--- config.mk ---
export PLATFORM = sky130hd
export DESIGN_NAME = png_header_scan_to_idat_top
export DESIGN_NICKNAME = d
export VERILOG_FILES = /design/src/hdl/png_hs_pkg.sv /design/src/hdl/png_hs_scan.sv /design/src/hdl/png_hs_outq.sv /design/src/hdl/png_header_scan_to_idat_top.sv
export SDC_FILE = /design/constraint.sdc
export NUM_CORES = 2
export LEC_CHECK = 0
export BUFFER_PORTS_ARGS = -buffer_cell sky130_fd_sc_hd__buf_2
export CAP_MARGIN = 20
export CORE_ASPECT_RATIO = 2
export CORE_MARGIN = 8
export CORE_UTILIZATION = 35
export DETAILED_ROUTE_END_ITERATION = 7
export GPL_TIMING_DRIVEN = 0
export HOLD_SLACK_MARGIN = 0.1
export PLACE_DENSITY = 0.6
export SETUP_SLACK_MARGIN = 0.2
export SLEW_MARGIN = 40
export SYNTH_ARGS = -nofsm -noshare
export SYNTH_HDL_FRONTEND = slang
export SYNTH_SLANG_ARGS = --single-unit
export TNS_END_PERCENT = 100
--- constraint.sdc ---
create_clock -name clk_i -period 43.2 [get_ports clk_i]
set_input_delay 4.32 -clock clk_i [delete_from_list [all_inputs] [get_ports clk_i]]
set_output_delay 4.32 -clock clk_i [all_outputs]
set_load 0.01 [all_outputs]
--- src/hdl/png_hs_pkg.sv ---
// ----------------------------------------------------------------------------
// png_hs_pkg
// Shared types and constants for the png header scanner: transaction
// payloads, result status codes and the reset value of the pixel limit.
// ----------------------------------------------------------------------------
package png_hs_pkg;

  // result status codes
  typedef enum logic [2:0] {
    ST_OK          = 3'd0,
    ST_INVALID     = 3'd1,
    ST_PIXEL_LIMIT = 3'd2,
    ST_UNSUPPORTED = 3'd3,
    ST_INPUT_ERROR = 3'd4
  } status_e;

  // pixel limit after reset
  localparam logic [31:0] MAX_PIXELS_RST = 32'd4194304;

  // one input transaction: a byte of the file stream
  typedef struct packed {
    logic [7:0] data_byte;
    logic       first_byte;
    logic       last_byte;
  } in_item_t;

  // one result transaction
  typedef struct packed {
    status_e     status;
    logic [31:0] image_width;
    logic [31:0] image_height;
    logic [2:0]  bytes_per_pixel;
    logic [31:0] row_stride;
    logic [31:0] idat_offset;
  } res_item_t;

endpackage

--- src/hdl/png_hs_scan.sv ---
// ----------------------------------------------------------------------------
// png_hs_scan
// Per-byte scan engine: signature check, chunk header parse, IHDR capture
// and validation, chunk skipping, and result generation at the first IDAT or on an error.
// ----------------------------------------------------------------------------
module png_hs_scan (
  input  logic                  clk_i,
  input  logic                  rst_ni,
  input  logic                  item_go_i,
  input  png_hs_pkg::in_item_t  item_i,
  input  logic [31:0]           max_pixels_i,
  output logic                  res_valid_o,
  output png_hs_pkg::res_item_t res_o
);

  // scan phases
  localparam logic [1:0] PH_SIG  = 2'd0;
  localparam logic [1:0] PH_HDR  = 2'd1;
  localparam logic [1:0] PH_IHDR = 2'd2;
  localparam logic [1:0] PH_SKIP = 2'd3;

  localparam logic [31:0] TYPE_IHDR = 32'h4948_4452;
  localparam logic [31:0] TYPE_IDAT = 32'h4944_4154;
  localparam logic [31:0] TYPE_IEND = 32'h4945_4E44;
  localparam logic [31:0] IHDR_LEN  = 32'd13;

  localparam logic [3:0] SIG_BYTES  = 4'd8;
  localparam logic [3:0] HDR_BYTES  = 4'd8;
  localparam logic [3:0] IHDR_BYTES = 4'd13;
  localparam logic [3:0] LEN_BYTES  = 4'd4;
  localparam logic [3:0] WID_END    = 4'd8;
  localparam logic [3:0] SMALL_END  = 4'd12;

  localparam logic [7:0] BIT_DEPTH_8 = 8'd8;
  localparam logic [7:0] COLOR_RGB   = 8'd2;
  localparam logic [7:0] COLOR_RGBA  = 8'd6;
  localparam logic [32:0] CRC_BYTES  = 33'd4;

  // png signature byte at a given position
  function automatic logic [7:0] magic_byte(input logic [2:0] idx);
    logic [7:0] r;
    unique case (idx)
      3'd0:    r = 8'h89;
      3'd1:    r = 8'h50;
      3'd2:    r = 8'h4E;
      3'd3:    r = 8'h47;
      3'd4:    r = 8'h0D;
      3'd5:    r = 8'h0A;
      3'd6:    r = 8'h1A;
      default: r = 8'h0A;
    endcase
    return r;
  endfunction

  // scan state registers
  logic [1:0]  phase_q, phase_d;
  logic [31:0] off_q, off_d;
  logic [3:0]  fc_q, fc_d;
  logic [31:0] len_q, len_d;
  logic [31:0] typ_q, typ_d;
  logic [32:0] skip_q, skip_d;
  logic [31:0] wid_q, wid_d;
  logic [31:0] hgt_q, hgt_d;
  logic [7:0]  small_q [4];
  logic [7:0]  small_d [4];
  logic        seen_q, seen_d;
  logic        dec_q, dec_d;
  logic [63:0] prod_q;

  // state as seen by this byte, after a possible restart
  logic [1:0]  ph_c;
  logic [31:0] off_c;
  logic [3:0]  fc_c;
  logic [31:0] len_c;
  logic [31:0] typ_c;
  logic [32:0] skip_c;
  logic        seen_c;
  logic        dec_c;

  logic [7:0]  b;
  logic [3:0]  fc_inc;
  logic [31:0] len_n;
  logic [31:0] typ_n;
  logic [32:0] skip_n;
  logic        fin;
  png_hs_pkg::status_e fin_status;
  png_hs_pkg::status_e ihdr_status;
  logic [2:0]  bpp;
  logic [31:0] stride;

  assign b = item_i.data_byte;

  // restart view of the state
  always_comb begin
    ph_c   = item_i.first_byte ? PH_SIG : phase_q;
    off_c  = item_i.first_byte ? '0 : off_q;
    fc_c   = item_i.first_byte ? '0 : fc_q;
    len_c  = item_i.first_byte ? '0 : len_q;
    typ_c  = item_i.first_byte ? '0 : typ_q;
    skip_c = item_i.first_byte ? '0 : skip_q;
    seen_c = item_i.first_byte ? 1'b0 : seen_q;
    dec_c  = item_i.first_byte ? 1'b0 : dec_q;
  end

  // ihdr validation, last small field is the current byte
  always_comb begin
    priority if (wid_q == '0 || hgt_q == '0) begin
      ihdr_status = png_hs_pkg::ST_INVALID;
    end else if (prod_q > {32'd0, max_pixels_i}) begin
      ihdr_status = png_hs_pkg::ST_PIXEL_LIMIT;
    end else if (small_q[0] != BIT_DEPTH_8 ||
                 (small_q[1] != COLOR_RGB && small_q[1] != COLOR_RGBA) ||
                 small_q[2] != '0 || small_q[3] != '0 || b != '0) begin
      ihdr_status = png_hs_pkg::ST_UNSUPPORTED;
    end else begin
      ihdr_status = png_hs_pkg::ST_OK;
    end
  end

  // per-byte next state
  always_comb begin
    phase_d    = ph_c;
    off_d      = off_c;
    fc_d       = fc_c;
    len_d      = len_c;
    typ_d      = typ_c;
    skip_d     = skip_c;
    wid_d      = item_i.first_byte ? '0 : wid_q;
    hgt_d      = item_i.first_byte ? '0 : hgt_q;
    for (int i = 0; i < 4; i++) begin
      small_d[i] = item_i.first_byte ? '0 : small_q[i];
    end
    seen_d     = seen_c;
    dec_d      = dec_c;
    fin        = 1'b0;
    fin_status = png_hs_pkg::ST_OK;
    fc_inc     = fc_c + 4'd1;
    len_n      = (fc_c < LEN_BYTES) ? {len_c[23:0], b} : len_c;
    typ_n      = (fc_c < LEN_BYTES) ? typ_c : {typ_c[23:0], b};
    skip_n     = (skip_c != '0) ? skip_c - 33'd1 : skip_c;

    if (item_go_i && !dec_c) begin
      off_d = (off_c == '1) ? off_c : off_c + 32'd1;
      unique case (ph_c)
        PH_SIG: begin
          if (b != magic_byte(fc_c[2:0])) begin
            fin        = 1'b1;
            fin_status = png_hs_pkg::ST_INVALID;
          end else if (fc_inc == SIG_BYTES) begin
            phase_d = PH_HDR;
            fc_d    = '0;
          end else begin
            fc_d = fc_inc;
          end
        end
        PH_HDR: begin
          len_d = len_n;
          typ_d = typ_n;
          fc_d  = fc_inc;
          if (fc_inc == HDR_BYTES) begin
            fc_d = '0;
            priority if (!seen_c) begin
              if (typ_n != TYPE_IHDR || len_n != IHDR_LEN) begin
                fin        = 1'b1;
                fin_status = png_hs_pkg::ST_INVALID;
              end else begin
                phase_d = PH_IHDR;
              end
            end else if (typ_n == TYPE_IDAT) begin
              fin        = 1'b1;
              fin_status = png_hs_pkg::ST_OK;
            end else if (typ_n == TYPE_IEND) begin
              fin        = 1'b1;
              fin_status = png_hs_pkg::ST_INVALID;
            end else begin
              skip_d  = {1'b0, len_n} + CRC_BYTES;
              phase_d = PH_SKIP;
            end
          end
        end
        PH_IHDR: begin
          priority if (fc_c < LEN_BYTES) begin
            wid_d = {wid_q[23:0], b};
          end else if (fc_c < WID_END) begin
            hgt_d = {hgt_q[23:0], b};
          end else if (fc_c < SMALL_END) begin
            small_d[fc_c[1:0]] = b;
          end else begin
            small_d = small_q;
          end
          fc_d = fc_inc;
          if (fc_inc == IHDR_BYTES) begin
            if (ihdr_status != png_hs_pkg::ST_OK) begin
              fin        = 1'b1;
              fin_status = ihdr_status;
            end else begin
              seen_d  = 1'b1;
              fc_d    = '0;
              skip_d  = CRC_BYTES;
              phase_d = PH_SKIP;
            end
          end
        end
        default: begin
          skip_d = skip_n;
          if (skip_n == '0) begin
            phase_d = PH_HDR;
            fc_d    = '0;
          end
        end
      endcase

      // end of stream with no decision yet
      if (item_i.last_byte && !fin) begin
        fin        = 1'b1;
        fin_status = (phase_d == PH_IHDR) ? png_hs_pkg::ST_INPUT_ERROR
                                          : png_hs_pkg::ST_INVALID;
      end
      if (fin) begin
        dec_d = 1'b1;
      end
    end else if (!item_go_i) begin
      // hold everything when no byte is processed
      phase_d = phase_q;
      off_d   = off_q;
      fc_d    = fc_q;
      len_d   = len_q;
      typ_d   = typ_q;
      skip_d  = skip_q;
      wid_d   = wid_q;
      hgt_d   = hgt_q;
      small_d = small_q;
      seen_d  = seen_q;
      dec_d   = dec_q;
    end
  end

  // derived geometry for an ok result
  assign bpp    = (small_q[1] == COLOR_RGBA) ? 3'd4 : 3'd3;
  assign stride = (small_q[1] == COLOR_RGBA) ? {wid_q[29:0], 2'b00}
                                             : {wid_q[30:0], 1'b0} + wid_q;

  // result assembly, fields are zero unless ok
  always_comb begin
    res_valid_o    = fin;
    res_o          = '0;
    res_o.status   = fin_status;
    if (fin_status == png_hs_pkg::ST_OK) begin
      res_o.image_width     = wid_q;
      res_o.image_height    = hgt_q;
      res_o.bytes_per_pixel = bpp;
      res_o.row_stride      = stride;
      res_o.idat_offset     = off_c - 32'd7;
    end
  end

  // pixel count of the captured size, ready well before the last ihdr byte
  always_ff @(posedge clk_i) begin
    prod_q <= 64'(wid_q) * 64'(hgt_q);
  end

  // state update
  always_ff @(posedge clk_i or negedge rst_ni) begin
    if (!rst_ni) begin
      phase_q <= PH_SIG;
      off_q   <= '0;
      fc_q    <= '0;
      len_q   <= '0;
      typ_q   <= '0;
      skip_q  <= '0;
      wid_q   <= '0;
      hgt_q   <= '0;
      for (int i = 0; i < 4; i++) begin
        small_q[i] <= '0;
      end
      seen_q  <= 1'b0;
      dec_q   <= 1'b1;
    end else begin
      phase_q <= phase_d;
      off_q   <= off_d;
      fc_q    <= fc_d;
      len_q   <= len_d;
      typ_q   <= typ_d;
      skip_q  <= skip_d;
      wid_q   <= wid_d;
      hgt_q   <= hgt_d;
      small_q <= small_d;
      seen_q  <= seen_d;
      dec_q   <= dec_d;
    end
  end

endmodule

--- src/hdl/png_hs_outq.sv ---
// ----------------------------------------------------------------------------
// png_hs_outq
// Two-entry result queue with read and write pointers, so the scan
// keeps taking bytes while a result waits for the consumer.
// ----------------------------------------------------------------------------
module png_hs_outq (
  input  logic                  clk_i,
  input  logic                  rst_ni,
  input  logic                  push_i,
  input  png_hs_pkg::res_item_t push_data_i,
  output logic                  full_o,
  output logic                  out_valid_o,
  input  logic                  out_stall_i,
  output png_hs_pkg::res_item_t out_data_o
);

  png_hs_pkg::res_item_t ent_q [2];
  logic [1:0] cnt_q, cnt_d;
  logic       wr_q, rd_q;
  logic       pop;

  assign full_o      = (cnt_q == 2'd2);
  assign out_valid_o = (cnt_q != 2'd0);
  assign out_data_o  = ent_q[rd_q];
  assign pop         = out_valid_o && !out_stall_i;

  // occupancy
  always_comb begin
    cnt_d = cnt_q;
    if (push_i && !pop) begin
      cnt_d = cnt_q + 2'd1;
    end else if (!push_i && pop) begin
      cnt_d = cnt_q - 2'd1;
    end
  end

  // entry storage
  always_ff @(posedge clk_i) begin
    if (push_i) begin
      ent_q[wr_q] <= push_data_i;
    end
  end

  // pointers and count
  always_ff @(posedge clk_i or negedge rst_ni) begin
    if (!rst_ni) begin
      cnt_q <= '0;
      wr_q  <= 1'b0;
      rd_q  <= 1'b0;
    end else begin
      cnt_q <= cnt_d;
      if (push_i) begin
        wr_q <= ~wr_q;
      end
      if (pop) begin
        rd_q <= ~rd_q;
      end
    end
  end

endmodule

--- src/hdl/png_header_scan_to_idat_top.sv ---
// ----------------------------------------------------------------------------
// png_header_scan_to_idat_top
// PNG stream header scanner: validates signature and IHDR, skips chunks and
// reports geometry and the offset of the first IDAT chunk.
// ----------------------------------------------------------------------------
// The block takes one byte of the file per clock cycle while the result
// queue has room: each transaction is captured in an input register and the
// whole per-byte update (counters, field shifts, IHDR checks) is applied from
// that register, while a two-entry result queue lets bytes keep flowing while
// a result waits on out_stall_i. A result passes from the byte that decides
// it into the result queue, which drives the output. The width times height
// product is taken from a registered multiplier that completes during the
// five small IHDR fields. Write max_pixels only while no scan is in flight.
module png_header_scan_to_idat_top (
  input  logic                  clk_i,
  input  logic                  rst_ni,
  input  logic                  cfg_we_i,
  input  logic [31:0]           cfg_wdata_i,
  input  logic                  in_valid_i,
  output logic                  in_stall_o,
  input  png_hs_pkg::in_item_t  in_data_i,
  output logic                  out_valid_o,
  input  logic                  out_stall_i,
  output png_hs_pkg::res_item_t out_data_o
);

  logic                  in_valid_q, in_valid_d;
  png_hs_pkg::in_item_t  in_item_q;
  logic [31:0]           max_pixels_q;
  logic                  accept;
  logic                  advance;
  logic                  q_full;
  logic                  res_valid;
  png_hs_pkg::res_item_t res;

  // input handshake
  assign in_stall_o = in_valid_q && q_full;
  assign accept     = in_valid_i && !in_stall_o;
  assign advance    = in_valid_q && !q_full;

  always_comb begin
    in_valid_d = in_valid_q;
    if (accept) begin
      in_valid_d = 1'b1;
    end else if (advance) begin
      in_valid_d = 1'b0;
    end
  end

  // input register
  always_ff @(posedge clk_i or negedge rst_ni) begin
    if (!rst_ni) begin
      in_valid_q <= 1'b0;
    end else begin
      in_valid_q <= in_valid_d;
    end
  end

  always_ff @(posedge clk_i) begin
    if (accept) begin
      in_item_q <= in_data_i;
    end
  end

  // pixel limit register
  always_ff @(posedge clk_i or negedge rst_ni) begin
    if (!rst_ni) begin
      max_pixels_q <= png_hs_pkg::MAX_PIXELS_RST;
    end else if (cfg_we_i) begin
      max_pixels_q <= cfg_wdata_i;
    end
  end

  // scan engine
  png_hs_scan u_scan (
    .clk_i       (clk_i),
    .rst_ni      (rst_ni),
    .item_go_i   (advance),
    .item_i      (in_item_q),
    .max_pixels_i(max_pixels_q),
    .res_valid_o (res_valid),
    .res_o       (res)
  );

  // result queue
  png_hs_outq u_outq (
    .clk_i      (clk_i),
    .rst_ni     (rst_ni),
    .push_i     (res_valid),
    .push_data_i(res),
    .full_o     (q_full),
    .out_valid_o(out_valid_o),
    .out_stall_i(out_stall_i),
    .out_data_o (out_data_o)
  );

  // a result only comes from a byte that was processed
  assert property (@(posedge clk_i) disable iff (!rst_ni)
    res_valid |-> advance)
    else $error("result without a processed byte");

  // never push into a full queue
  assert property (@(posedge clk_i) disable iff (!rst_ni)
    res_valid |-> !q_full)
    else $error("result queue overflow");

  // a drained full queue frees a slot in the next cycle
  assert property (@(posedge clk_i) disable iff (!rst_ni)
    (q_full && !out_stall_i) |=> !q_full)
    else $error("result queue stays full after a pop");

  // ok results carry rgb or rgba pixel size
  assert property (@(posedge clk_i) disable iff (!rst_ni)
    (out_valid_o && out_data_o.status == png_hs_pkg::ST_OK) |->
      (out_data_o.bytes_per_pixel == 3'd3 || out_data_o.bytes_per_pixel == 3'd4))
    else $error("ok result with bad pixel size");

endmodule
==> run_results.csv <==
group,metric,value,unit
outcome,outcome,"finished clean",
power_and_ir_drop,power_density,25.6,nW/um^2
job,max_cap_violations,0,
critical_path,cp.arrival,10.32,ns
critical_path,critPathMaxFanout,10,
power_and_ir_drop,clockPowerShare,0.340,
floorplan,die_area,199000,um^2
timing,fmaxAchievable,0.102,GHz
clocking,cts-htree-levels,3,
global_route,grt.total_usage,0.233,
power_and_ir_drop,power_share_of_the_combinational_group,0.271,
min_path,hold_path.class,"reg -> reg",
timing,worst_skew,0.0421,ns
yosys,synth_nets,8016,
detailed_routing,routed_via_density,5.45,
critical_path,crit_path_start_kind,"flip-flop",
global_route,grt_overflow_total,0,
floorplan,die_height,623,um
critical_path,setup.worst_path.class,"reg -> reg",
place,dp_wirelength,185000,um
yosys,ys_ff_latch,610,
clocking,cts_inserted_buffers,67,
detailed_routing,dr.pass1.iters,8,
place,gpl.final_weighted_congestion,1.02,
critical_path,worst_setup_path_end_kind,"flip-flop",
yosys,synth-seq-area-share,0.253,
yosys,mappedNetlistArea,64500,um^2
critical_path,cp_buf_inv_count,7,
yosys,synthArstFlopShare,0.443,
floorplan,core_area,184000,um^2
timing,finalMaxSlewViolations,0,
yosys,synthesis.instances,6721,
detailed_routing,drtAntennaViolNets,0,
yosys,area_leader_netlist,"sky130_fd_sc_hd__fa_1",
power_and_ir_drop,p_switching,613,uW
power_and_ir_drop,max-vdd-ir-drop,0.0267,mV
cells_and_area,fraction_of_final_layout_cells_with_drive_strength_greater_than_1,0.0994,
critical_path,critical_path_required,43.76,ns
detailed_routing,routed-via-count,51445,
yosys,post_synth_main_area_contributors,"sky130_fd_sc_hd__fa_1 (28%), sky130_fd_sc_hd__edfxtp_1 (13%), sky130_fd_sc_hd__dfrtp_1 (10%), sky130_fd_sc_hd__ha_1 (6.8%), sky130_fd_sc_hd__and2_1 (6.3%)",
cells_and_area,layout.nets,8301,
yosys,synth_cell_type_count,96,
clocking,postCtsSetupRepairBufs,0,
critical_path,critical-path-top-delay-family,"adder cells",
detailed_routing,drt_drc_violations_left,0,
clocking,cts.sink_count,610,
global_route,grt_max_degree,68,
cells_and_area,multiInputGateArea,42900,um^2
place,io_buffer_count,181,
power_and_ir_drop,power_switching_share,0.336,
power_and_ir_drop,leakage,0.0327,uW
timing,final_hold_viol_count,0,
timing,grt_setup_unrepaired,"false",
cells_and_area,regArea,16300,um^2
timing,layout_min_cycle_time,9.76,ns
global_route,number_of_antenna_violations_at_the_first_check_in_global_routing,25,
timing,slew_headroom,0.348,
cells_and_area,syn2layout_area_growth,10.6,%
clocking,cts_tree,"done",
floorplan,top_level_ports,183,
floorplan,number_of_rows_in_the_core_area,223,
yosys,synth_edf_count,276,
power_and_ir_drop,share_seq_of_total_power,0.389,
clocking,max-clock-path-buffers,3,
timing,layout_worst_path_cycle_share,0.226,
floorplan,starting_utilization_of_the_core_area,0.351,
yosys,ys_warn_count,0,
critical_path,crit_slowest_cell,"sky130_fd_sc_hd__clkbuf_1",
timing,setup_viol,0,
floorplan,chipWidth,319,um
yosys,synth_ff_type,"sky130_fd_sc_hd__edfxtp_1",
detailed_routing,post_route_wl,236000,um
yosys,synth.most_common_cell,"sky130_fd_sc_hd__inv_1",
min_path,min_delay_path_depth,1,
global_route,first_global_vias,51588,
clocking,cts-resized-gates,0,
place,detailed_place.area,68900,um^2
cells_and_area,stdcell_area,71300,um^2
power_and_ir_drop,internal_pwr_total,1210,uW
clocking,hold_buf_cts,0,
yosys,syn_avg_cell_area,9.59,um^2
critical_path,reg2reg_depth,27,
timing,worst_pin_slew,0.978,ns
clocking,insertion_delay_of_the_later_clocked_pin_in_the_worst_skew_pair,0.71,ns
detailed_routing,wire_per_inst,25.0,um
yosys,synthTopCellsByCount,"sky130_fd_sc_hd__inv_1 (950), sky130_fd_sc_hd__fa_1 (897), sky130_fd_sc_hd__nand2_1 (845)",
yosys,synth_largest_type_area_fraction,0.279,
critical_path,worst_path_largest_cell_delay,0.79,ns
global_route,grt_pass1_wl,348000,um
critical_path,cp.depth,27,
critical_path,critPathMostFrequentCell,"sky130_fd_sc_hd__fa_1",
detailed_routing,detailedRoute.firstIterationViolations,5618,
timing,setup_total_negative_slack,0,ns
cells_and_area,final.fill_count,18450,
clocking,ctsRootBufferMaster,"sky130_fd_sc_hd__clkbuf_16",
clocking,clk_pin_slew,0.08,ns
[flip-flops by register name, summed over array words and instances, names as in the netlist, 10 cells and up]
register and cells:
u_scan.small_q 32, u_scan.hgt_q 32, u_scan.wid_q 32, in_item_q 10, u_scan.len_q 32, u_scan.typ_q 32
u_scan.prod_q 64, u_scan.skip_q 33, u_scan.off_q 32, max_pixels_q 32, u_outq.ent_q 266
[area by class of cell]
type                            count  share of cell area
Inverter                          951              0.0501
Clock buffer                       88              0.0265
Buffer                            438              0.0268
Antenna cell                       11            0.000386
Sequential cell                   610               0.229
Multi-Input combinational cell   4722               0.602
Timing Repair Buffer              216              0.0180
Clock inverter                     35             0.00595
Tap cell                         2362              0.0415
[metal layers]
metal  global-route usage  routed length (um)  share of wire  up-vias
met2                0.349              101000           0.43     2747
met1                0.313               95600           0.41    25808
li1                     -                   -              -    22212
met3               0.0546               23800           0.10      666
met4                0.124               14900          0.063       12
met5                    0                  79        0.00034        -
[worst paths after layout]
path,startpoint,end,slack (ns)
setup / recovery,u_scan.hgt_q[9],u_scan.prod_q[63],33.44
hold / removal,u_scan.small_q[8],u_scan.small_q[8],0.49
setup reg to reg,u_scan.hgt_q[9],u_scan.prod_q[63],33.44
hold reg to reg,u_scan.small_q[8],u_scan.small_q[8],0.49
max in group asynchronous,rst_ni,u_scan.dec_q,38.29
min in group asynchronous,rst_ni,max_pixels_q[10],3.48
[power by group through the flow]
stage	combinational (uW)	clock [uW]	sequential (uW)
floorplan	279	0	730
global placement	475	0	744
detailed placement	490	0	722
CTS	493	633	711
global route	525	651	716
finish	494	620	711
[cell families after synthesis]
kind of cell,Yosys count,synth area share
simple gates,2202,0.173
flops,610,0.253
fa+ha+maj,1248,0.347
compound gates,921,0.0902
buf+inv,1389,0.0828
xor+xnor,176,0.0239
mux,175,0.0299
[cells in the final DEF, fill, tap and decap left out, drive strengths merged, types with 59 or more instances in the layout]
| cell type | instances |
|---|---|
| clkbuf | 476 |
| fa | 897 |
| dfrtp | 268 |
| a21o | 71 |
| inv | 957 |
| a21oi | 217 |
| nor4 | 68 |
| o21ai | 311 |
| edfxtp | 276 |
| ha | 351 |
| nor3 | 59 |
| buf | 266 |
| xor2 | 60 |
| nor2 | 226 |
| a22o | 59 |
| mux2 | 136 |
| nand2 | 845 |
| dfxtp | 64 |
| and2 | 645 |
| nand3 | 102 |
| xnor2 | 116 |
[stage by stage]
| step | instances | power, uW | utilization | setup slack [ns] | hold WS [ns] |
|---|---|---|---|---|---|
| after global routing | 9423 | 1890 | 0.388 | 33.33 | 0.516 |
| final | 9433 | 1820 | 0.388 | 33.44 | 0.492 |
| after floorplan | 6721 | 1010 | - | 29.63 | 0.456 |
| after global placement | 9264 | 1220 | 0.372 | 21.44 | 0.474 |
| after CTS | 9421 | 1840 | 0.387 | 33.54 | 0.495 |
| after detailed placement | 9298 | 1210 | 0.375 | 33.59 | 0.474 |
Note: power is estimated with default switching activity, not from simulation.
